$ cat src/rtl/prc_pkg.sv
package prc_pkg;

	localparam int MAX_WIDTH_DEF = 4096;
	localparam int CONTEXT_COUNT_DEF = 8;
	localparam int QUEUE_DEPTH = 4;

	localparam int SAMPLE_W = 9;
	localparam int SYMBOL_W = 10;
	localparam int CTX_W = 3;
	localparam int PWIDTH_W = 13;
	localparam int PHEIGHT_W = 16;
	localparam int CFG_DATA_W = 16;
	localparam int CFG_INDEX_W = 2;

	localparam logic [CFG_INDEX_W-1:0] REG_PLANE_WIDTH = 2'd0;
	localparam logic [CFG_INDEX_W-1:0] REG_PLANE_HEIGHT = 2'd1;
	localparam logic [CFG_INDEX_W-1:0] REG_COLOUR_MODE = 2'd2;

	localparam logic signed [11:0] OFFSET_GREY = 12'sd255;
	localparam logic signed [11:0] OFFSET_COLOUR = 12'sd510;
	localparam logic signed [11:0] SYMBOL_MAX = 12'sd1020;
	localparam int BOUND_COUNT = 7;

	typedef logic signed [SAMPLE_W-1:0] sample_t;

	// neighbours already forced to zero outside the image
	typedef struct packed {
		sample_t s;
		sample_t a;
		sample_t b;
		sample_t c;
		logic    last;
	} prc_item_t;

	function automatic logic [10:0] activity_bound(input int k);
		logic [10:0] r;
		case (k)
			0: r = 11'd4;
			1: r = 11'd12;
			2: r = 11'd28;
			3: r = 11'd60;
			4: r = 11'd124;
			5: r = 11'd252;
			default: r = 11'd1024;
		endcase
		return r;
	endfunction

	function automatic logic [11:0] mag12(input logic signed [11:0] v);
		return v[11] ? 12'(-v) : 12'(v);
	endfunction

endpackage

$ cat src/rtl/prc_queue.sv
module prc_queue
	import prc_pkg::*;
(
	input  logic      clk,
	input  logic      arst_n,
	input  logic      push,
	input  prc_item_t push_item,
	output logic      full,
	input  logic      pop,
	output logic      head_valid,
	output prc_item_t head_item
);

	localparam int AW = $clog2(QUEUE_DEPTH);

	prc_item_t      slots [QUEUE_DEPTH];
	logic [AW-1:0]  wr_q;
	logic [AW-1:0]  rd_q;
	logic [AW:0]    count_q;

	assign full = count_q == (AW+1)'(QUEUE_DEPTH);
	assign head_valid = count_q != '0;
	assign head_item = slots[rd_q];

	always_ff @(posedge clk or negedge arst_n) begin
		if (!arst_n) begin
			wr_q <= '0;
			rd_q <= '0;
			count_q <= '0;
		end else begin
			if (push)
				wr_q <= wr_q + 1'b1;
			if (pop)
				rd_q <= rd_q + 1'b1;
			if (push && !pop)
				count_q <= count_q + 1'b1;
			else if (pop && !push)
				count_q <= count_q - 1'b1;
		end
	end

	always_ff @(posedge clk) begin
		if (push)
			slots[wr_q] <= push_item;
	end

endmodule

$ cat config.mk
export PLATFORM = sky130hd
export DESIGN_NAME = prc_queue
export DESIGN_NICKNAME = d
export VERILOG_FILES = /design/src/rtl/prc_pkg.sv /design/src/rtl/prc_queue.sv
export SDC_FILE = /design/constraint.sdc
export NUM_CORES = 1
export LEC_CHECK = 0
export BUFFER_PORTS_ARGS = -buffer_cell sky130_fd_sc_hd__buf_2
export CORE_MARGIN = 5
export CORE_UTILIZATION = 60
export DETAILED_ROUTE_END_ITERATION = 12
export GPL_TIMING_DRIVEN = 0
export HOLD_SLACK_MARGIN = 0.12
export PLACE_DENSITY = 0.84
export SLEW_MARGIN = 20
export SYNTH_ARGS = -nofsm -noshare
export SYNTH_HDL_FRONTEND = slang
export SYNTH_SLANG_ARGS = --single-unit
$ cat constraint.sdc
create_clock -name clk -period 4.4 [get_ports clk]
set_clock_uncertainty 0.05 [all_clocks]
set_input_delay 0.22 -clock clk [delete_from_list [all_inputs] [get_ports clk]]
set_output_delay 0.22 -clock clk [all_outputs]
set_load 0.03 [all_outputs]
After elaboration in Yosys (flattened, before gate mapping)
Memory sizes are Yosys's and may differ from the RTL's.
Index checks and enable logic that the tools add are counted.
{ "word_totals": {"regBits": 7, "mem_bits_rw": 148, "out_inout_bits": 39, "elab_cells": 19, "n_memories": 1} }
{ "mem_list": {"columns": ["memory", "words", "width", "read_ports", "rd_ports_with_merged_regs", "write_ports", "line", "source"], "rows": [
  ["slots", 4, 37, 1, 0, 1, "prc_queue.sv:16", "prc_item_t slots [QUEUE_DEPTH];"]
]} }
{ "classes": {"add_sub_neg": 4, "eq_ne": 1, "muxes": 4, "n_reduce_logical": 6} }
{ "op_table": {"columns": ["op", "n"], "rows": [
  ["$mux 3", 2],
  ["$add 2x1->2 const B", 2],
  ["$add 3x1->3 const B", 1],
  ["$eq 3x3->1 const B", 1],
  ["$reduce_bool 3->1", 1],
  ["$sub 3x1->3 const B", 1],
  ["$logic_and 1x1->1", 2],
  ["$logic_not 1->1", 2],
  ["$mux 1", 2],
  ["$reduce_bool 2->1", 1]
]} }

Logic depth before layout (Yosys ltp)
Gate-level depths: netlist (run 1).
{ "depth": {"depth_word": 4, "depth_mapped": 7, "ltp_nobuf": 7} }

Worst setup path after synthesis (run 1)
Ideal clock, no wire load.
{ "synth_path": {"path_type": "register -> register", "startpoint": "reg wr_q[0]", "endpoint": "mem slots[2][0] in the netlist's numbering (enable)", "setup_ns": 0.398, "arrival_time_ns": 1.516, "required_time_ns": 3.952, "setup_slack_ns": 2.436, "stages_incl_launch_ff": 4, "path_buffers": 0, "path_cell_list": "dfrtp_1 -> inv_1 -> ha_1 -> and2_1"} }
{ "synth_rtl": {"columns": ["item", "line", "source"], "rows": [
  ["start: declaration", "prc_queue.sv:17", "logic [AW-1:0] wr_q;"],
  ["start signal: assignment", "prc_queue.sv:32", "wr_q <= wr_q + 1'b1;"],
  ["end: declaration", "prc_queue.sv:16", null]
]} }
Straight into the memory's write port.

==> flow_summary.toml, run 1 <==
[run_status]
status = "finished clean"

[job]
maxCapViolations = 0

[worst_setup_path]
crit_path_start_kind = "register"
critical_path.cell_chain = "buf_6, buf_6, mux4_2, buf_2"
worst-path-max-fanout = 10
worstSetupPathType = "register to output port"
cpMaxStageDelayCell = "mux4_2"
r2r-start = "wr_q[0]$_DFFE_PN0P_"
cp-end-kind = "output port"
crit_arrival_ps = 2070
crit_required_ps = 4130
cp_slowest_stage_delay_ps = 530
worstSetupStartpoint = "rd_q[0]$_DFFE_PN0P_"
path_common_cell = "buf_6"

[final_layout]
most-common-layout-cells = "edfxtp_1, buf_2, dlygate4sd3_1, mux4_2, clkbuf_16"
nets = 417
diodes = 0
area_growth_pct = 28.6
drive_above_1_share_pct = 42.6
final_common_cell = "edfxtp_1"
final_cells = 512
fin_area_mm2 = 0.00736

[grt]
grt-ovfl-total = 0
grt_pass1_vias = 3123
antenna_found_initial = 0
grt_start_max_net_pins = 25
grt_usage_pct = 20.6
grt_first_pass_wirelength_mm = 17.3

[placed_design]
dp_cells = 439
place_area_mm2 = 0.00638
io_buffers = 79
dpl.hpwl_mm = 5.89
place_congestion = 0.681

[timing]
fin_setup_tns_ps = 0
hold_viol = 0
fin_crit_ps = 2340
fin_crit_sh_pct = 53.1
tightest_slew_ps = 679
hold-worst-slack_ps = 406
slew_headroom_pct = 54.7
rsz0062_at_grt = "no"
drv_slew = 0
setup-violations-final = 0
fmax_mhz = 428

[synthesis]
synth_warnings = 0
synth-seq-cells = 155
synth_cell_types = 19
syn_area_mm2 = 0.00573
syn-instance-count = 227
syn_area_per_cell_um2 = 25.2
seq_area_frac_synth_pct = 80.7
synth.net_count = 274

[power_and_ir_drop]
power.density_mw_per_mm2 = 698
power.leakage_nw = 2.63
total_power_mw = 5.14
irDropWorstVdd_v = 0.000437

[floorplanning]
start_util_pct = 61.7
core-area_mm2 = 0.00928
die_w_um = 108
die_h_um = 108
placementRows = 35
die-area_mm2 = 0.0116
io_pins = 80

[worst_hold_path]
min_path_type = "primary input to register"
min-delay-start = "push_item[29]"

[route]
num_vias = 2785
vias_per_cell = 5.44
ant_nets = 0
drtIter0Drc = 169
drt_pre_antenna_iters = 6
wl_per_cell_um = 20.9
wirelength_mm = 10.7
drc = 0

[cts]
ctsHtreeMaxLevel = 4
cts.sinks = 155
clk_latency_ps = 510
numCtsBuffers = 17
cts_resized = 0
ctsLongestPathBuffers = 2
cts.clk_slew.worst_paths_ps = 70
root_buffer = "clkbuf_8"
cts_tree = "built"
## where the power goes
part	switching (mW)	internal, mW
sequential	0.0933	1.94
clock	0.611	0.774
combinational	1.06	0.672
total	1.76	3.38
## worst max-delay path, delay by kind of cell (launching register included)
kind / cells / cell delay (ps)
buf+inv: 3 / 620
flops: 1 / 410
mux: 1 / 530
## cells in the mapped netlist, drive strengths merged
| cell | count | area, µm² |
|---|---|---|
| ha | 5 | 62.6 |
| or3 | 1 | 6.26 |
| mux4 | 37 | 833 |
| nand2 | 2 | 7.51 |
| xor2 | 4 | 35.0 |
| xnor2 | 2 | 17.5 |
| fa | 1 | 20.0 |
| nor3b | 1 | 7.51 |
| edfxtp | 148 | 4440 |
| o21ai | 1 | 5.00 |
| dfrtp | 7 | 175 |
| nor2 | 1 | 3.75 |
| inv | 4 | 15.0 |
| mux2 | 1 | 11.3 |
| buf | 7 | 52.5 |
| and2 | 4 | 25.0 |
| clkbuf | 1 | 3.75 |
## flip-flops by register name, summed over array words and instances, names as in the netlist
| signal | count |
|---|---|
| count_q | 3 |
| rd_q | 2 |
| slots | 148 |
| wr_q | 2 |
## metal layers
metal  routed length, µm  GRT usage, %
met5                   0             0
met4                  70          5.41
met3                 472          5.82
met2                5730          34.7
met1                4440          26.8
## logic make-up (layout without fill, tap and decap cells)
kind of cell	count (synthesis)	in the layout	synth area share (%)
adders and majority gates	6	6	1.44
muxes	38	38	14.8
buffers and inverters	12	168	1.25
xor gates and xnor gates	6	6	0.918
and+or+nand+nor	9	9	0.874
DFF	155	155	80.7
AOI/OAI and AO/OA	1	1	0.0873
## what timing repair did
item                      4_1_cts  5_1_grt
buffers inserted                0        0
hold buffers                   41        0
hold endpoints to repair      160        0
## through the flow
step                      utilization (%)  setup slack, ps
after global placement               67.7             1780
after global routing                 79.3             1930
final                                79.3             2060
after floorplan                         -             2440
after CTS                            79.3             2000
after detailed placement             68.7             2570
## path summary, 6_finish.rpt
| kind | endpoint | slack, ps | cells after the start |
|---|---|---|---|
| max in group asynchronous | wr_q[0]$_DFFE_PN0P_ | 3430 | 3 |
| setup / recovery | head_item[18] | 2060 | 4 |
| hold / removal | slots[0][29]$_DFFE_PP_ | 410 | 2 |
| setup reg to reg | slots[2][2]$_DFFE_PP_ | 2590 | 4 |
| hold reg to reg | count_q[2]$_DFFE_PN0P_ | 450 | 1 |
| min in group asynchronous | count_q[1]$_DFFE_PN0P_ | 630 | 3 |
## cell type report
| cell class | instances | area [µm²] |
|---|---|---|
| Clock inverter | 15 | 154 |
| Fill cell | 480 | 1920 |
| Clock buffer | 17 | 414 |
| Buffer | 8 | 56.3 |
| Inverter | 4 | 15.0 |
| Multi-Input combinational cell | 60 | 1040 |
| Sequential cell | 155 | 4620 |
| Timing Repair Buffer | 124 | 901 |
| Tap cell | 129 | 161 |
Power figures use the tool's default switching activity.
==> run 2: changes to the inputs <==
--- a/config.mk
+++ b/config.mk
@@ -5,13 +5,14 @@
 export SDC_FILE = /design/constraint.sdc
 export NUM_CORES = 1
 export LEC_CHECK = 0
+export ABC_AREA = 1
 export BUFFER_PORTS_ARGS = -buffer_cell sky130_fd_sc_hd__buf_2
 export CORE_MARGIN = 5
-export CORE_UTILIZATION = 60
+export CORE_UTILIZATION = 57
 export DETAILED_ROUTE_END_ITERATION = 12
 export GPL_TIMING_DRIVEN = 0
 export HOLD_SLACK_MARGIN = 0.12
-export PLACE_DENSITY = 0.84
+export PLACE_DENSITY = 0.8
 export SLEW_MARGIN = 20
 export SYNTH_ARGS = -nofsm -noshare
 export SYNTH_HDL_FRONTEND = slang
==> constraint.sdc (replaced) <==
create_clock -name clk -period 2.45 [get_ports clk]
set_clock_uncertainty 0.05 [all_clocks]
set_input_delay 0.1225 -clock clk [delete_from_list [all_inputs] [get_ports clk]]
set_output_delay 0.1225 -clock clk [all_outputs]
set_load 0.03 [all_outputs]
==> flow_summary.toml, run 2 <==
[worst_setup_path]
cpMaxStageDelayCell = "dfrtp_1"
worstSetupPathType = "register to output port"
worst-path-max-fanout = 10
r2r_cells = 5
crit_arrival_ps = 1930
crit_required_ps = 2280
cp_num_buf_inv = 4
crit_family = "buffers and inverters"
path_common_cell = "buf_2"
critical_path.cell_chain = "inv_1, buf_4, buf_2, o211ai_1, nand2_1, buf_2"
crit_path_start_kind = "register"
cp_slowest_stage_delay_ps = 380
rrSetupSlack_ps = 690
r2r-end = "slots[2][27]$_DFFE_PP_"
r2r-start = "wr_q[0]$_DFFE_PN0P_"
cp-end-kind = "output port"

[synthesis]
yosys.area.top_type = "edfxtp_1"
synth_edf_count = 148
synth_warnings = 0
synth.net_count = 528
synth_ff_type = "edfxtp_1"
synthTopCellsByCount = "edfxtp_1, nand2_1, inv_1, o211ai_1"
postSynth.asyncResetShare_pct = 4.52
synth.most_common_cell = "edfxtp_1"
synth_area_leaders = "edfxtp_1, nand2_1, o211ai_1"
synth_cell_types = 19
synth-seq-cells = 155
seq_area_frac_synth_pct = 72.5
netlist.area_leader.share_pct = 69.7
syn_area_mm2 = 0.00637
syn-instance-count = 481
syn_area_per_cell_um2 = 13.2

[worst_hold_path]
min_to = "slots[2][36]$_DFFE_PP_"
min_path_type = "primary input to register"
min-delay-start = "push_item[36]"
holdPathStages = 2

[timing]
tightest_slew_ps = 576
fin_setup_tns_ps = 0
setup-violations-final = 0
fmax_mhz = 475
drv_slew = 0
fin_crit_sh_pct = 85.9
hold_viol = 0
rsz0062_at_grt = "no"
fin_crit_ps = 2100
slew_headroom_pct = 61.5

[floorplanning]
core-area_mm2 = 0.0109
start_util_pct = 58.5
die_w_um = 116
die-area_mm2 = 0.0134
placementRows = 38
io_pins = 80
die_h_um = 116

[cts]
numCtsBuffers = 17
root_buffer = "clkbuf_8"
cts_tree = "built"
ctsHtreeMaxLevel = 4
clk_latency_ps = 540
cts.sinks = 155
cts_resized = 0
cts.clk_slew.worst_paths_ps = 70
ctsLongestPathBuffers = 2

[final_layout]
top_register = "slots"
drive_above_1_share_pct = 24.3
fillers = 652
seq_area_mm2 = 0.00462
diodes = 0
reg.largest.list = "slots (148), count_q (3)"
fin_area_mm2 = 0.00810
largest_reg_flops = 148
final_util_pct = 74.4
nets = 671
final_common_cell = "edfxtp_1"
area_growth_pct = 27.1
most-common-layout-cells = "edfxtp_1, nand2_1, buf_2, inv_1, o211ai_1"
multi_input_area_mm2 = 0.00123

[route]
drtIter0Drc = 319
drc = 0
wl_per_cell_um = 17.9
wl_met3_um = 863
ant_nets = 0
wirelength_mm = 13.9
num_vias = 4101
top_layer = "met4"
drt_pre_antenna_iters = 5
vias_per_cell = 5.28
wl_met2_mm = 7.27
m1WireLength_mm = 5.54

[power_and_ir_drop]
total_power_mw = 10.7
power.density_mw_per_mm2 = 1320
irDropWorstVdd_v = 0.000774
power.leakage_nw = 3.38

[placed_design]
place_congestion = 0.747
place_area_mm2 = 0.00705
io_buffers = 79
dpl.hpwl_mm = 8.38

[grt]
grt-ovfl-total = 0
grt_first_pass_wirelength_mm = 21.4
antenna_found_initial = 0
grt_usage_pct = 21.9
grt_start_max_net_pins = 22
grt_pass1_vias = 4295

[run_status]
status = "finished clean"

[job]
maxCapViolations = 0
run 2: logic make-up after synthesis:
kind of cell / synth area share (%)
compound gates: 9.74
xor+xnor: 0.550
fa+ha+maj: 1.30
buf+inv: 8.25
flops: 72.5
simple gates: 7.68
run 2: how the worst max path moves through the flow:
| stage | from | end | slack (ps) | cells after the start |
|---|---|---|---|---|
| 6_report | rd_q[1]$_DFFE_PN0P_ | head_item[21] | 350 | 6 |
| 3_5_place_dp | wr_q[0]$_DFFE_PN0P_ | slots[2][28]$_DFFE_PP_ | 690 | 5 |
| 2_1_floorplan | wr_q[0]$_DFFE_PN0P_ | slots[2][0]$_DFFE_PP_ | 610 | 4 |
| 5_1_grt | rd_q[1]$_DFFE_PN0P_ | head_item[21] | 230 | 6 |
| 4_1_cts | rd_q[1]$_DFFE_PN0P_ | head_item[21] | 320 | 6 |
| 3_3_place_gp | wr_q[1]$_DFFE_PN0P_ | slots[1][29]$_DFFE_PP_ | 80 | 4 |
run 2: layout make-up:
| class | count | share of cell area (%) |
|---|---|---|
| Sequential cell | 155 | 57.0 |
| Multi-Input combinational cell | 214 | 15.2 |
| Timing Repair Buffer | 124 | 11.3 |
| Clock inverter | 14 | 2.70 |
| Clock buffer | 18 | 5.16 |
| Tap cell | 140 | 2.16 |
| Buffer | 26 | 2.50 |
| Inverter | 86 | 3.99 |
run 2: power by group:
group	leakage, nW	total, mW	switching [mW]	internal (mW)
Clock	0.306	2.79	1.03	1.76
Sequential	1.44	3.64	0.164	3.48
Combinational	1.63	4.29	2.96	1.33
run 2: repair_timing:
| item | in CTS | in global routing |
|---|---|---|
| endpoints found under the hold margin | 162 | 0 |
| hold buffers | 41 | 0 |
| setup buffers | 0 | 0 |
run 2: metrics by stage:
stage	cells	worst slack (ps)	hold WS, ps
2_1_floorplan	481	615	-223
6_report	777	346	280
3_5_place_dp	704	686	-79.1
3_3_place_gp	700	80.0	-83.2
4_1_cts	777	319	258
5_1_grt	777	227	261
run 2: per-layer routing:
layer / vias up / GRT usage, %
met3: 26 / 6.79
met5: - / 0
met1: 1994 / 25.8
met2: 138 / 38.1
li1: 1943 / -
met4: 0 / 7.73
==> run 3: changes to the inputs <==
--- a/config.mk
+++ b/config.mk
@@ -12,7 +12,7 @@
 export DETAILED_ROUTE_END_ITERATION = 12
 export GPL_TIMING_DRIVEN = 0
 export HOLD_SLACK_MARGIN = 0.12
-export PLACE_DENSITY = 0.8
+export PLACE_DENSITY_LB_ADDON = 0.1
 export SLEW_MARGIN = 20
 export SYNTH_ARGS = -nofsm -noshare
 export SYNTH_HDL_FRONTEND = slang
==> flow_summary.toml, run 3 (synthesis results as in run 2) <==
[run_status]
status = "finished clean"

[final_layout]
final_cells = 776
final_common_cell = "edfxtp_1"
fillers = 725
drive_above_1_share_pct = 23.4
nets = 671
area_growth_pct = 25.5
top_register = "slots"
most-common-layout-cells = "edfxtp_1, nand2_1, buf_2, inv_1, o211ai_1"
largest_reg_flops = 148
reg.largest.list = "slots (148), count_q (3)"
fin_area_mm2 = 0.00800
diodes = 0

[floorplanning]
die_w_um = 116
die_h_um = 116
core-area_mm2 = 0.0109
io_pins = 80
die-area_mm2 = 0.0134
start_util_pct = 58.5
placementRows = 38

[route]
wirelength_mm = 12.8
wl_met2_mm = 6.70
wl_per_cell_um = 16.5
m1WireLength_mm = 5.36
ant_nets = 0
top_layer = "met4"
drc = 0
vias_per_cell = 5.09
drt_pre_antenna_iters = 4
num_vias = 3947
wl_met3_um = 668
drtIter0Drc = 267

[worst_setup_path]
cpMaxStageDelayCell = "dfrtp_1"
crit_arrival_ps = 1890
crit_required_ps = 2280
rrSetupSlack_ps = 730
crit_family = "buffers and inverters"
r2r_cells = 5
r2r-end = "slots[0][2]$_DFFE_PP_"
worst-path-max-fanout = 10
cp-end-kind = "output port"
r2r-start = "wr_q[0]$_DFFE_PN0P_"
path_common_cell = "buf_2"
worstSetupPathType = "register to output port"
cp_slowest_stage_delay_ps = 370
crit_path_start_kind = "register"
critical_path.cell_chain = "inv_1, buf_4, buf_2, o211ai_1, nand2_1, buf_2"
cp_num_buf_inv = 4

[grt]
grt_first_pass_wirelength_mm = 20.7
antenna_found_initial = 0
grt_start_max_net_pins = 24
grt_pass1_vias = 4118
grt_usage_pct = 20.7
grt-ovfl-total = 0

[timing]
fmax_mhz = 485
rsz0062_at_grt = "no"
setup-violations-final = 0
fin_crit_sh_pct = 84.1
fin_crit_ps = 2060
fin_setup_tns_ps = 0
drv_slew = 0
slew_headroom_pct = 65.5
tightest_slew_ps = 517
hold-worst-slack_ps = 309
hold_viol = 0

[placed_design]
place_area_mm2 = 0.00703
io_buffers = 79
dp_cells = 704
place_congestion = 0.740
dpl.hpwl_mm = 7.70

[cts]
post_cts_buffers = 0
cts_tree = "built"
ctsLongestPathBuffers = 2
ctsHtreeMaxLevel = 4
root_buffer = "clkbuf_8"
cts.sinks = 155
cts.clk_slew.worst_paths_ps = 60
clk_latency_ps = 510
numCtsBuffers = 17

[power_and_ir_drop]
irDropWorstVdd_v = 0.00106
power.leakage_nw = 3.33
total_power_mw = 10.3
power.density_mw_per_mm2 = 1280

[worst_hold_path]
min-delay-start = "push_item[27]"
min_path_type = "primary input to register"
holdPathStages = 2
min_to = "slots[0][27]$_DFFE_PP_"

[job]
maxCapViolations = 0
run 3: cell count changes in the layout (fill, tap and decap cells not counted):
cell,previous run,this run
clkinv_1,0,2
buf_12,0,3
clkinvlp_4,2,1
bufinv_16,5,3
clkinv_2,2,4
buf_16,4,1
inv_6,2,0
clkinv_4,3,0
clkbuf_1,2,5
run 3: timing repair:
item / CTS / global route
gates resized for setup: 0 / 0
hold endpoints to repair: 162 / 0
hold buffers: 41 / 0
run 3: where the power goes:
part           total [mW]  internal [mW]  switching, mW
registers            3.63           3.48          0.154
clock network        2.46           1.53          0.927
logic                4.18           1.31           2.87
run 3: metrics by stage:
stage | util (%) | setup slack [ps]
6_report | 73.4 | 388
5_1_grt | 73.4 | 263
4_1_cts | 73.4 | 359
3_5_place_dp | 64.6 | 713
3_3_place_gp | 63.8 | 9.99
2_1_floorplan | - | 615
run 3: how the worst max path moves through the flow:
stage                              from                    end  slack (ps)  cells after the start
finish              rd_q[1]$_DFFE_PN0P_          head_item[21]         390                      6
global route        rd_q[1]$_DFFE_PN0P_          head_item[11]         260                      6
CTS                 rd_q[1]$_DFFE_PN0P_          head_item[11]         360                      6
detailed placement  wr_q[0]$_DFFE_PN0P_  slots[0][6]$_DFFE_PP_         710                      5
global placement    wr_q[0]$_DFFE_PN0P_  slots[0][6]$_DFFE_PP_          10                      4
floorplan           wr_q[0]$_DFFE_PN0P_  slots[2][0]$_DFFE_PP_         610                      4
run 3: layout make-up:
cell class                 count  area, µm²  share of cell area [%]
timing repair buffer         124        893                    11.2
clock inverter                10        125                    1.56
inverter                      86        323                    4.04
tap                          140        175                    2.19
buffer                        26        203                    2.54
multi-input combinational    214       1230                    15.4
clock buffer                  21        429                    5.37
sequential                   155       4620                    57.8
run 3: metal layers:
metal | vias up | GRT usage, %
met2 | 97 | 35.6
li1 | 1940 | -
met3 | 9 | 4.80
met4 | 0 | 5.88
met5 | - | 0
met1 | 1901 | 26.7
