## src/rtl/prc_pkg.sv

```systemverilog
package prc_pkg;

	localparam int MAX_WIDTH_DEF = 4096;
	localparam int CONTEXT_COUNT_DEF = 8;
	localparam int QUEUE_DEPTH = 4;

	localparam int SAMPLE_W = 9;
	localparam int SYMBOL_W = 10;
	localparam int CTX_W = 3;
	localparam int PWIDTH_W = 13;
	localparam int PHEIGHT_W = 16;
	localparam int CFG_DATA_W = 16;
	localparam int CFG_INDEX_W = 2;

	localparam logic [CFG_INDEX_W-1:0] REG_PLANE_WIDTH = 2'd0;
	localparam logic [CFG_INDEX_W-1:0] REG_PLANE_HEIGHT = 2'd1;
	localparam logic [CFG_INDEX_W-1:0] REG_COLOUR_MODE = 2'd2;

	localparam logic signed [11:0] OFFSET_GREY = 12'sd255;
	localparam logic signed [11:0] OFFSET_COLOUR = 12'sd510;
	localparam logic signed [11:0] SYMBOL_MAX = 12'sd1020;
	localparam int BOUND_COUNT = 7;

	typedef logic signed [SAMPLE_W-1:0] sample_t;

	// neighbours already forced to zero outside the image
	typedef struct packed {
		sample_t s;
		sample_t a;
		sample_t b;
		sample_t c;
		logic    last;
	} prc_item_t;

	function automatic logic [10:0] activity_bound(input int k);
		logic [10:0] r;
		case (k)
			0: r = 11'd4;
			1: r = 11'd12;
			2: r = 11'd28;
			3: r = 11'd60;
			4: r = 11'd124;
			5: r = 11'd252;
			default: r = 11'd1024;
		endcase
		return r;
	endfunction

	function automatic logic [11:0] mag12(input logic signed [11:0] v);
		return v[11] ? 12'(-v) : 12'(v);
	endfunction

endpackage

```

## src/rtl/prc_back.sv

```systemverilog
module prc_back
	import prc_pkg::*;
#(
	parameter int CONTEXT_COUNT = CONTEXT_COUNT_DEF
) (
	input  logic                clk,
	input  logic                arst_n,
	input  logic                head_valid,
	input  prc_item_t           head_item,
	output logic                pop,
	input  logic                colour_mode,
	output logic                out_valid,
	input  logic                out_ready,
	output logic [SYMBOL_W-1:0] out_symbol,
	output logic [CTX_W-1:0]    out_context,
	output logic                out_last
);

	logic                out_v_q;
	logic [SYMBOL_W-1:0] sym_q;
	logic [CTX_W-1:0]    ctx_q;
	logic                last_q;

	logic signed [11:0]  a_x;
	logic signed [11:0]  b_x;
	logic signed [11:0]  c_x;
	logic [11:0]         da;
	logic [11:0]         db;
	logic [11:0]         dc;
	sample_t             pred;
	logic signed [11:0]  sym_raw;
	logic [SYMBOL_W-1:0] sym_d;
	logic [10:0]         act;
	logic [CTX_W-1:0]    ctx_d;

	assign pop = head_valid && (!out_v_q || out_ready);

	always_comb begin
		a_x = 12'(head_item.a);
		b_x = 12'(head_item.b);
		c_x = 12'(head_item.c);
		da = mag12(b_x - c_x);
		db = mag12(a_x - c_x);
		dc = mag12(a_x + b_x - c_x - c_x);
		if (da <= db && da <= dc)
			pred = head_item.a;
		else if (db <= dc)
			pred = head_item.b;
		else
			pred = head_item.c;

		sym_raw = 12'(head_item.s) - 12'(pred) + (colour_mode ? OFFSET_COLOUR : OFFSET_GREY);
		if (sym_raw < 12'sd0)
			sym_d = '0;
		else if (sym_raw > SYMBOL_MAX)
			sym_d = SYMBOL_W'(SYMBOL_MAX);
		else
			sym_d = SYMBOL_W'(sym_raw);

		act = 11'(db) + 11'(da);
		ctx_d = CTX_W'(CONTEXT_COUNT - 1);
		// descending so the lowest matching class wins
		for (int k = CONTEXT_COUNT - 2; k >= 0; k--) begin
			if (k < BOUND_COUNT && act < activity_bound(k))
				ctx_d = CTX_W'(k);
		end
	end

	always_ff @(posedge clk or negedge arst_n) begin
		if (!arst_n) begin
			out_v_q <= 1'b0;
		end else if (pop) begin
			out_v_q <= 1'b1;
		end else if (out_ready) begin
			out_v_q <= 1'b0;
		end
	end

	always_ff @(posedge clk) begin
		if (pop) begin
			sym_q <= sym_d;
			ctx_q <= ctx_d;
			last_q <= head_item.last;
		end
	end

	assign out_valid = out_v_q;
	assign out_symbol = sym_q;
	assign out_context = ctx_q;
	assign out_last = last_q;

endmodule

```

## config.mk

```make
export PLATFORM = sky130hd
export DESIGN_NAME = prc_back
export DESIGN_NICKNAME = d
export VERILOG_FILES = /design/src/rtl/prc_pkg.sv /design/src/rtl/prc_back.sv
export SDC_FILE = /design/constraint.sdc
export NUM_CORES = 1
export LEC_CHECK = 0
export ABC_AREA = 1
export ABC_CLOCK_PERIOD_IN_PS = 3900
export BUFFER_PORTS_ARGS = -buffer_cell sky130_fd_sc_hd__buf_2
export CAP_MARGIN = 10
export CORE_MARGIN = 2
export CORE_UTILIZATION = 50
export CTS_CLUSTER_SIZE = 8
export DETAILED_ROUTE_END_ITERATION = 6
export GPL_TIMING_DRIVEN = 0
export MAX_ROUTING_LAYER = met4
export PLACE_DENSITY = 0.74
export SETUP_SLACK_MARGIN = 0.05
export SLEW_MARGIN = 10
export SYNTH_ARGS = -nofsm -noshare
export SYNTH_HDL_FRONTEND = slang
export SYNTH_SLANG_ARGS = --single-unit
```

## constraint.sdc

```tcl
create_clock -name clk -period 3.9 [get_ports clk]
set_clock_uncertainty 0.1 [all_clocks]
set_input_delay 0.39 -clock clk [delete_from_list [all_inputs] [get_ports clk]]
set_output_delay 0.39 -clock clk [all_outputs]
set_load 0.005 [all_outputs]
```

# After elaboration in Yosys (flattened, before gate mapping)
# Index checks and enable logic that the tools add are counted.
# classes
add_sub_neg	11
magnitude_cmp	12
mux	15
n_reduce_logical	8
# ops
cell	count
$le A12 B12 Y1	3
$mux W12	3
$sub A9 B9 Y10	3
$mux W9	3
$neg A10 Y12	2
$neg A12 Y12	1
$sub A11 B9 Y12	1
$add A10 B10 Y11	1
$add A11 B11 Y11	1
$gt A11 B11 Y1 const B	1
$lt A11 B1 Y1 const B	1
$lt A11 B11 Y1 const B	1
$lt A11 B3 Y1 const B	1
$lt A11 B4 Y1 const B	1
$lt A11 B5 Y1 const B	1
$lt A11 B6 Y1 const B	1
$lt A11 B7 Y1 const B	1
$lt A11 B8 Y1 const B	1
$sub A10 B9 Y11	1
$add A9 B9 Y10	1
$mux W10	1
$mux W2	4
$mux W1	4
$reduce_or A2 Y1	2
other kinds (5)	6
# totals
register_bits	15
output_inout_bits	16
word_cells	53

# Depth between registers and ports, before layout
# Gate-level depths: netlist of run 1.
# depth
depth_word	12
mapped_depth	43
mapped_depth_nobuf	43

# Worst setup path after synthesis of run 1
# Ideal clock, no wire load.
# synth_timing
path_type	input -> register
from	in head_item[10] in the netlist's numbering
to	reg sym_q[1], in the netlist out_symbol[1], data pin
setup_time_ps	253
arrival_ps	5543
setup_slack_ps	-1996
stages	33
n_path_buf	1
cell_sequence	fa_1 -> ha_1 -> inv_1 -> fa_1 -> o21ai_2 -> xor2_1 -> nor2_1 -> nand2_1 -> nor2_1 -> nor2_1 -> xor2_1 -> inv_1 -> ha_1 -> nand4_1 -> o41ai_1 -> nand2_2 -> buf_4 -> o21ai_0 -> ha_1 -> inv_1 -> ha_1 -> inv_1 -> fa_1 -> inv_1 -> nand3_1 -> nand3b_1 -> nand3_1 -> nor2_1 -> nand2_1 -> nor3_1 -> nand3_1 -> nand2_1 -> nor2_1
# synth_between
elab_chain_len	12
# synth_rtl
element	line	source
start: declaration	prc_back.sv:9	input prc_item_t head_item,
$add A9 B9 Y10	prc_back.sv:44	dc = mag12(a_x + b_x - c_x - c_x);
$sub A10 B9 Y11	prc_back.sv:44	
$sub A11 B9 Y12	prc_back.sv:44	
$neg A12 Y12	prc_pkg.sv:50	return v[11] ? 12'(-v) : 12'(v);
$mux W12	prc_pkg.sv:50	
$le A12 B12 Y1, on equally long branches	prc_back.sv:47, prc_back.sv:45	
$mux W9 or $logic_and A1 B1 Y1 (tied branches)	prc_back.sv:47, prc_back.sv:45	
$mux W9 (*)	prc_back.sv:45	if (da <= db && da <= dc)
$sub A9 B9 Y10 (*)	prc_back.sv:52	sym_raw = 12'(head_item.s) - 12'(pred) + (colour_mode ? OFFSET_COLOUR : OFFSET_GREY);
$add A10 B10 Y11 (*)	prc_back.sv:52	
$lt A11 B1 Y1 or $gt A11 B11 Y1 (tied branches)	prc_back.sv:53, prc_back.sv:55	
$reduce_or A2 Y1 (no source line)	n/a	
end signal: assignment	prc_back.sv:81	sym_q <= sym_d;
end: declaration	prc_back.sv:20	logic [SYMBOL_W-1:0] sym_q;
# Mark *: on every way between the ends. The rest lies on a longest branch, timed or not.
# A chain may end at the register's enable or synchronous reset.

# Worst setup path after layout of run 1
# layout_timing
from	in head_item[10] in the netlist's numbering
to	reg sym_q[0], in the netlist out_symbol[0], data pin
# The elaborated chain is that of the path after synthesis.

==> results of run 1 <==
## placed cells by master, fill, tap and decap left out, types with 16 or more instances in the layout
| cell type | n |
|---|---|
| a21oi_1 | 29 |
| buf_2 | 55 |
| buf_4 | 36 |
| buf_6 | 16 |
| ha_1 | 68 |
| ha_4 | 23 |
| inv_1 | 175 |
| nand2_1 | 203 |
| nand2_2 | 21 |
| nand3_1 | 42 |
| nand4_1 | 18 |
| nor2_1 | 49 |
| nor2_2 | 19 |
| o21ai_0 | 21 |
| xor2_2 | 18 |
## area by class of cell
type                       instances  area [um2]
timing repair buffer             102         676
clock inverter                     1        5.00
fill                             913        3190
sequential                        15         445
clock buffer                       3        41.3
multi-input combinational        654        5090
inverter                         192         726
tap                              136         170
buffer                             7        75.1
## repair_timing
item / CTS / global route
endpoints found under the hold margin: 1 / 0
setup buffers: 19 / 23
setup endpoints to repair: 13 / 13
gates resized for setup: 57 / 128
hold buffers: 1 / 0
pin swaps: 22 / 44
gates cloned: 3 / 0
## metrics by stage
step / TNS (ns) / cell area (um2) / util (%) / hold slack [ns] / power [mW]
finish: -20.19 / 7220 / 69.4 / 0.214 / 4.26
CTS: -18.24 / 6430 / 61.7 / 0.214 / 3.54
global placement: -23.97 / 5950 / 57.2 / 0.0668 / 3.06
global route: -23.69 / 7220 / 69.4 / 0.218 / 4.75
detailed placement: -24.44 / 5950 / 57.2 / 0.0649 / 3.12
floorplan: -15.46 / 5500 / - / -0.00559 / 2.52
## per-layer routing
| layer | vias to the layer above | part of all wire, % | track usage (%) |
|---|---|---|---|
| li1 | 2924 | - | - |
| met1 | 2607 | 42 | 29.2 |
| met2 | 136 | 52 | 46.3 |
| met3 | 33 | 2.9 | 0.964 |
| met4 | 0 | 2.7 | 6.41 |
| met5 | - | 0 | - |
## path summary, 6_finish.rpt
check	start	to	slack, ns
worst min-delay path	head_item[0]	out_last	0.21
worst max register to register	out_valid	out_symbol[0]	2.42
max in group asynchronous	arst_n	out_valid	3.27
min in group asynchronous	arst_n	out_valid	0.35
worst max-delay path	head_item[10]	out_symbol[0]	-2.16
worst min register to register	out_valid	out_valid	0.42
## kinds of logic (layout without fill, tap and decap cells)
| kind of cell | count (synthesis) | in the layout | synth area share, % |
|---|---|---|---|
| AO/OA/AOI/OAI | 101 | 101 | 10.5 |
| other | 2 | 8 | 0.139 |
| adder cells (fa/ha/maj) | 111 | 111 | 27.8 |
| flip-flops | 15 | 15 | 8.23 |
| XOR/XNOR | 39 | 39 | 7.28 |
| buffers and inverters | 199 | 305 | 14.3 |
| AND/OR/NAND/NOR | 394 | 395 | 31.8 |
## Yosys cell counts (4+ instances only)
cell	n	share of area (%)
a21oi_1	41	3.8
edfxtp_1	14	7.8
fa_1	15	5.6
ha_1	96	22
inv_1	190	13
nand2_1	219	15
nand2_2	9	1.0
nand3_1	54	5.0
nand4_1	18	2.1
nor2_1	65	4.5
nor2_2	4	0.46
nor3_1	9	0.83
o21ai_0	33	3.1
o21ai_1	5	0.46
o21ai_2	4	0.65
o21bai_1	4	0.56
xnor2_1	9	1.5
xor2_1	23	3.7
xor2_2	7	2.1
## report_power, final
| part | total, mW | switching (mW) | internal (mW) |
|---|---|---|---|
| Combinational | 3.86 | 2.26 | 1.59 |
| Clock | 0.124 | 0.0536 | 0.0708 |
| Sequential | 0.282 | 0.0108 | 0.272 |
| Total | 4.26 | 2.33 | 1.94 |
## flip-flops by register name, summed over array words and instances (netlist names)
name         count
out_valid        1
out_symbol      10
out_context      3
out_last         1
## worst max-delay path, delay by kind of cell
kind	cells	cell delay (ns)
compound gates	3	0.77
simple gates	16	1.74
buf+inv	7	0.68
xor+xnor	1	0.17
fa+ha+maj	7	2.23
==> run metrics, run 1 <==
status finished with violations; failing checks negative setup slack; row cnt 37; WS Path Type in -> reg; htree depth 1; gr usage total 24.8%; Worst Setup Slack, final -2.16 ns; min Tclk post-route 6.06 ns; TritonRoute pass-1 iters 4; depth of the most critical reg-to-reg path 1; Max Fanout on Critical Path 6; final setup vio count 12; unrepaired setup endpoints after global routing yes; drt total wl 14600 um; EDFF count, synth 14; GP Congestion 0.970; # IOs 58; Worst VDD drop 0.357 mV; post-placement setup slack -2.58 ns; post-detail-place hpwl 10900 um; sequential fraction of the synthesis area 8.23%; largest net degree at the start of global routing 16; number of global-route vias before repair 5386; DR vias/cell 5.14; CTS clock-pin slew for the worst setup and hold paths 0.05 ns; synthesized area 0.00541 mm2; Clock Latency Late Sink 0.25 ns; Initial Util 51.9%; Die Span Y 108 um; Ant. Diodes 0; CP max-delay cell fa_2; Initial DRC Count 212; Power Dens Cells 590 mW/mm2; I/O Buffers 57; critical path's largest stage delay 0.58 ns; total CTS buffers 3; core area 0.0104 mm2; worst-margin pin slew 0.778 ns; maximum clock insertion buffer count 2; ys async rst share 6.67%; grt total ovfl 0; synthesis-stage register bit count 15; Max Freq 165 MHz; cell mode on critical path nand2_1; hold depth 1; P_leak 3.83 nW; via count 5700; Final nets 1128; crit path DAT 5.97 ns; non-filler cells in the finished layout 1110; Clock Sinks 15; period utilisation layout 155%; Worst EP required 3.81 ns; initial antenna violation count 0; DRT antenna net count 0; Unique masters post-synth 43; Final Hold Vio Count 0; share of cells above drive strength 1 29.8%; Synth Area per Inst 6.28 um2; Layout area overhead 33.5%; Placed Cells incl. Taps 1060; Mapped Cells 861; max cap viols 0; Startpoint Class primary input; first-pass GRT wire length 23000 um; top_reg_cell synth edfxtp_1; routed len/inst 13.2 um; Die Width 108 um; Max Slew Vio Count 0; CP Capture Type register; Warnings, synthesis 0; TritonCTS clock tree yes; Min-Delay Path Class in -> reg; Root Buffer clkbuf_8; die area 0.0117 mm2; drt drc 0; slew margin rel. 48.1%
(Power assumes the default switching activity.)
==> run 2, diff against run 1 <==
--- a/config.mk
+++ b/config.mk
@@ -6,7 +6,7 @@
 export NUM_CORES = 1
 export LEC_CHECK = 0
 export ABC_AREA = 1
-export ABC_CLOCK_PERIOD_IN_PS = 3900
+export ABC_CLOCK_PERIOD_IN_PS = 6500
 export BUFFER_PORTS_ARGS = -buffer_cell sky130_fd_sc_hd__buf_2
 export CAP_MARGIN = 10
 export CORE_MARGIN = 2
==> constraint.sdc (replaced) <==
create_clock -name clk -period 6.5 [get_ports clk]
set_clock_uncertainty 0.1 [all_clocks]
set_input_delay 0.65 -clock clk [delete_from_list [all_inputs] [get_ports clk]]
set_output_delay 0.65 -clock clk [all_outputs]
set_load 0.005 [all_outputs]
==> run metrics, run 2 (synthesis gave the netlist of run 1 again) <==
Root Buffer clkbuf_8; grt total ovfl 0; total CTS buffers 3; Max Freq 153 MHz; WS Path Type in -> reg; first-pass GRT wire length 21400 um; gr usage total 22.8%; crit path DAT 6.44 ns; CP max-delay cell fa_1; period utilisation layout 101%; CP Launch Point head_item[19]; Layout area overhead 20.3%; cell mode on critical path inv_2; slew margin rel. 46.7%; critical path's largest stage delay 0.59 ns; Initial Util 51.9%; Worst EP required 6.40 ns; share of cells above drive strength 1 20.7%; post-detail-place hpwl 10900 um; htree depth 1; Power Dens Cells 343 mW/mm2; routed len/inst 12.0 um; number of global-route vias before repair 5007; final setup vio count 2; Min-Delay Path Class in -> async; Max Slew Vio Count 0; row cnt 37; via count 5438; drt total wl 13000 um; Final Hold Vio Count 0; commonest non-fill, non-tap cell in the layout nand2_1; Die Span Y 108 um; failing checks negative setup slack; Post-CTS Hold Fix Bufs 0; P_leak 3.61 nW; DRT antenna net count 0; TritonCTS clock tree yes; unrepaired setup endpoints after global routing yes; non-filler cells in the finished layout 1084; hold slack 0.0705 ns; max cap viols 0; Die Width 108 um; drt drc 0; largest net degree at the start of global routing 16; Clock Latency Late Sink 0.24 ns; commonest cells after routing, fill and taps aside 213 x nand2_1, 180 x inv_1, 80 x ha_1; RR Endpoint out_symbol[6]; Largest register FFs 10; Worst VDD drop 0.206 mV; core area 0.0104 mm2; CP Capture Type register; # IOs 58; Placed Cells incl. Taps 1060; min Tclk post-route 6.54 ns; Ant. Diodes 0; Final nets 1102; I/O Buffers 57; die area 0.0117 mm2; Startpoint Class primary input; TritonRoute pass-1 iters 5; Initial DRC Count 193; Worst Setup Slack, final -0.0371 ns; Max Fanout on Critical Path 5; depth of the most critical reg-to-reg path 1; GP Congestion 0.955; DR vias/cell 5.02; worst-margin pin slew 0.800 ns; r2r setup slk 5.00 ns; setup_tns -0.0738 ns; CTS clock-pin slew for the worst setup and hold paths 0.06 ns; Critical R2R Launch out_valid; Fillers 1021; initial antenna violation count 0; Clock Sinks 15; end-of-flow core utilization 62.5%; maximum clock insertion buffer count 2; status finished with violations
[run 2: cell count changes in the layout (fill, tap and decap cells not counted), sizes merged]
cell	delta
dlygate4sd3	-1
clkinv	-1
buf	-25
clkbuf	+1
[run 2: area by class of cell]
cell class,count,area (um2),share of cell area [%]
clock buffer,4,45.0,0.692
buffer,7,62.6,0.961
timing repair buffer,76,460,7.07
tap,136,170,2.61
multi-input combinational,654,4610,70.7
sequential,15,445,6.84
inverter,192,721,11.1
[run 2: worst max path at each step]
stage / end / slack (ns) / cells past startpoint
floorplan: out_symbol[1] / 0.34 / 33
global placement: out_symbol[1] / -0.63 / 30
detailed placement: out_symbol[0] / -0.69 / 36
CTS: out_symbol[0] / 0.06 / 37
global route: out_symbol[1] / -0.30 / 35
finish: out_symbol[0] / -0.04 / 35
[run 2: metrics by stage]
step                      instance area, um2  power, mW  setup slack [ns]
after CTS                               6020       1.95            0.0562
after detailed placement                5890       1.84            -0.687
final                                   6510       2.23           -0.0371
after global placement                  5890       1.81            -0.625
after floorplan                         5430       1.49             0.344
after global routing                    6510       2.53            -0.305
[run 2: critical path: cells and delay by family]
| kind | cells | cell delay, ns |
|---|---|---|
| fa+ha+maj | 7 | 2.53 |
| buf+inv | 9 | 0.76 |
| compound gates | 4 | 0.77 |
| xor+xnor | 1 | 0.18 |
| simple gates | 14 | 1.55 |
[run 2: routing by layer]
metal	up-vias	share of wire (%)	track usage (%)
li1	2885	-	-
met1	2449	45	28.5
met2	90	51	41.6
met3	14	2.6	0.301
met4	0	1.3	4.58
met5	-	0	-
[run 2: repair_timing]
action / 4_1_cts / 5_1_grt
pin swaps: 3 / 45
gates cloned: 0 / 3
gates resized for setup: 20 / 91
setup buffers: 2 / 15
setup endpoints to repair: 10 / 10
hold endpoints to repair: 0 / 0
[run 2: power by group]
group	leakage (nW)	switching (mW)	internal (mW)
Combinational	3.44	1.21	0.781
Sequential	0.144	0.00672	0.163
Clock	0.0228	0.0305	0.0434
==> run 3, diff against run 2 <==
--- a/config.mk
+++ b/config.mk
@@ -16,6 +16,7 @@
 export GPL_TIMING_DRIVEN = 0
 export MAX_ROUTING_LAYER = met4
 export PLACE_DENSITY = 0.74
+export REMOVE_ABC_BUFFERS = 1
 export SETUP_SLACK_MARGIN = 0.05
 export SLEW_MARGIN = 10
 export SYNTH_ARGS = -nofsm -noshare
==> run metrics, run 3 (synthesis gave the netlist of run 1 again) <==
P_leak 3.56 nW; Die Width 108 um; crit path DAT 6.33 ns; routed len/inst 12.3 um; Max Freq 155 MHz; worst-margin pin slew 1.22 ns; GP Congestion 0.924; setup_tns 0 ns; grt total ovfl 0; first-pass GRT wire length 21300 um; DR vias/cell 5.01; WS Path Type in -> reg; drt drc 0; unrepaired setup endpoints after global routing yes; TritonCTS clock tree yes; Power Dens Cells 345 mW/mm2; CP max-delay cell fa_2; commonest non-fill, non-tap cell in the layout nand2_1; drt total wl 13200 um; initial antenna violation count 0; largest net degree at the start of global routing 16; row cnt 37; post-detail-place hpwl 10800 um; Worst EP required 6.40 ns; Clock Latency Late Sink 0.24 ns; post-placement setup slack -1.09 ns; Die Span Y 108 um; Comb power frac 89.2%; maximum clock insertion buffer count 2; # IOs 58; TritonRoute pass-1 iters 4; final total power 2.24 mW; gr usage total 22.8%; Psw 1.25 mW; max cap viols 0; DRT antenna net count 0; total CTS buffers 3; CP Capture Type register; Initial Util 51.9%; final instance area 0.00649 mm2; Final nets 1092; Switching Fraction 55.8%; r2r setup slk 5.00 ns; Post-CTS Hold Fix Bufs 0; Worst Setup Slack, final 0.0684 ns; Initial DRC Count 170; I/O Buffers 57; internal power 0.989 mW; Clock Sinks 15; die area 0.0117 mm2; share of cells above drive strength 1 20.5%; Ant. Diodes 0; hold slack 0.0740 ns; final setup vio count 0; CTS clock-pin slew for the worst setup and hold paths 0.05 ns; Placed Cells incl. Taps 1053; Worst VDD drop 0.216 mV; Min-Delay Path Class in -> async; Final Hold Vio Count 0; Root Buffer clkbuf_8; min Tclk post-route 6.43 ns; Max Fanout on Critical Path 7; status finished clean; cell mode on critical path nor2_1; core area 0.0104 mm2; period utilisation layout 98.9%; Placed Instance Area 0.00584 mm2; number of global-route vias before repair 4969; commonest cells after routing, fill and taps aside 211 x nand2_1, 179 x inv_1, 75 x ha_1; Sequential Power Share 7.5%; non-filler cells in the finished layout 1074; htree depth 1; Max Slew Vio Count 0; clock share of power 3.3%; critical path's largest stage delay 0.59 ns; slew margin rel. 18.0%; end-of-flow core utilization 62.4%; Largest register FFs 10; via count 5382; Layout area overhead 20.1%; Startpoint Class primary input
run 3: cell types whose count changed in the layout (fill, tap and decap cells not counted), sizes merged:
cell	delta
buf	-10
clkbuf	+1
nand2	-1
run 3: timing repair:
action / 4_1_cts / 5_1_grt
setup buffers: 3 / 13
resized for setup: 20 / 85
cloned: 0 / 1
pin swaps: 5 / 49
setup endpoints to repair: 10 / 10
run 3: power by group through the flow:
stage	registers (mW)	logic, mW	clock network (mW)
global route	0.172	2.29	0.0757
detailed placement	0.171	1.66	0
global placement	0.170	1.62	0
CTS	0.170	1.71	0.0734
floorplan	0.178	1.29	0
finish	0.169	2.00	0.0737
run 3: cell type report:
cell class | instances | area, um2
multi-input cells | 653 | 4650
fillers | 1001 | 3920
inverters | 192 | 721
repair buffers | 74 | 463
flip-flops and latches | 15 | 445
well taps | 136 | 170
clock buffers | 4 | 45.0
run 3: worst paths after layout:
path,startpoint,end,depth (start not counted)
worst max register to register,out_valid,out_symbol[0],1
worst min register to register,out_valid,out_valid,2
worst min-delay path,arst_n,out_valid,1
max in group asynchronous,arst_n,out_valid,1
worst max-delay path,head_item[10],out_symbol[0],37
min in group clk,out_valid,out_valid,2
run 3: critical path, delay by kind of cell:
| family | cells | cell delay, ns |
|---|---|---|
| compound gates | 6 | 0.79 |
| fa+ha+maj | 7 | 2.48 |
| buf+inv | 7 | 0.63 |
| simple gates | 17 | 1.78 |
run 3: per-layer routing:
layer	global-route usage, %	part of all wire [%]
met1	28.5	45
met2	41.4	50
met3	0.241	3.4
met4	4.58	1.8
met5	-	0
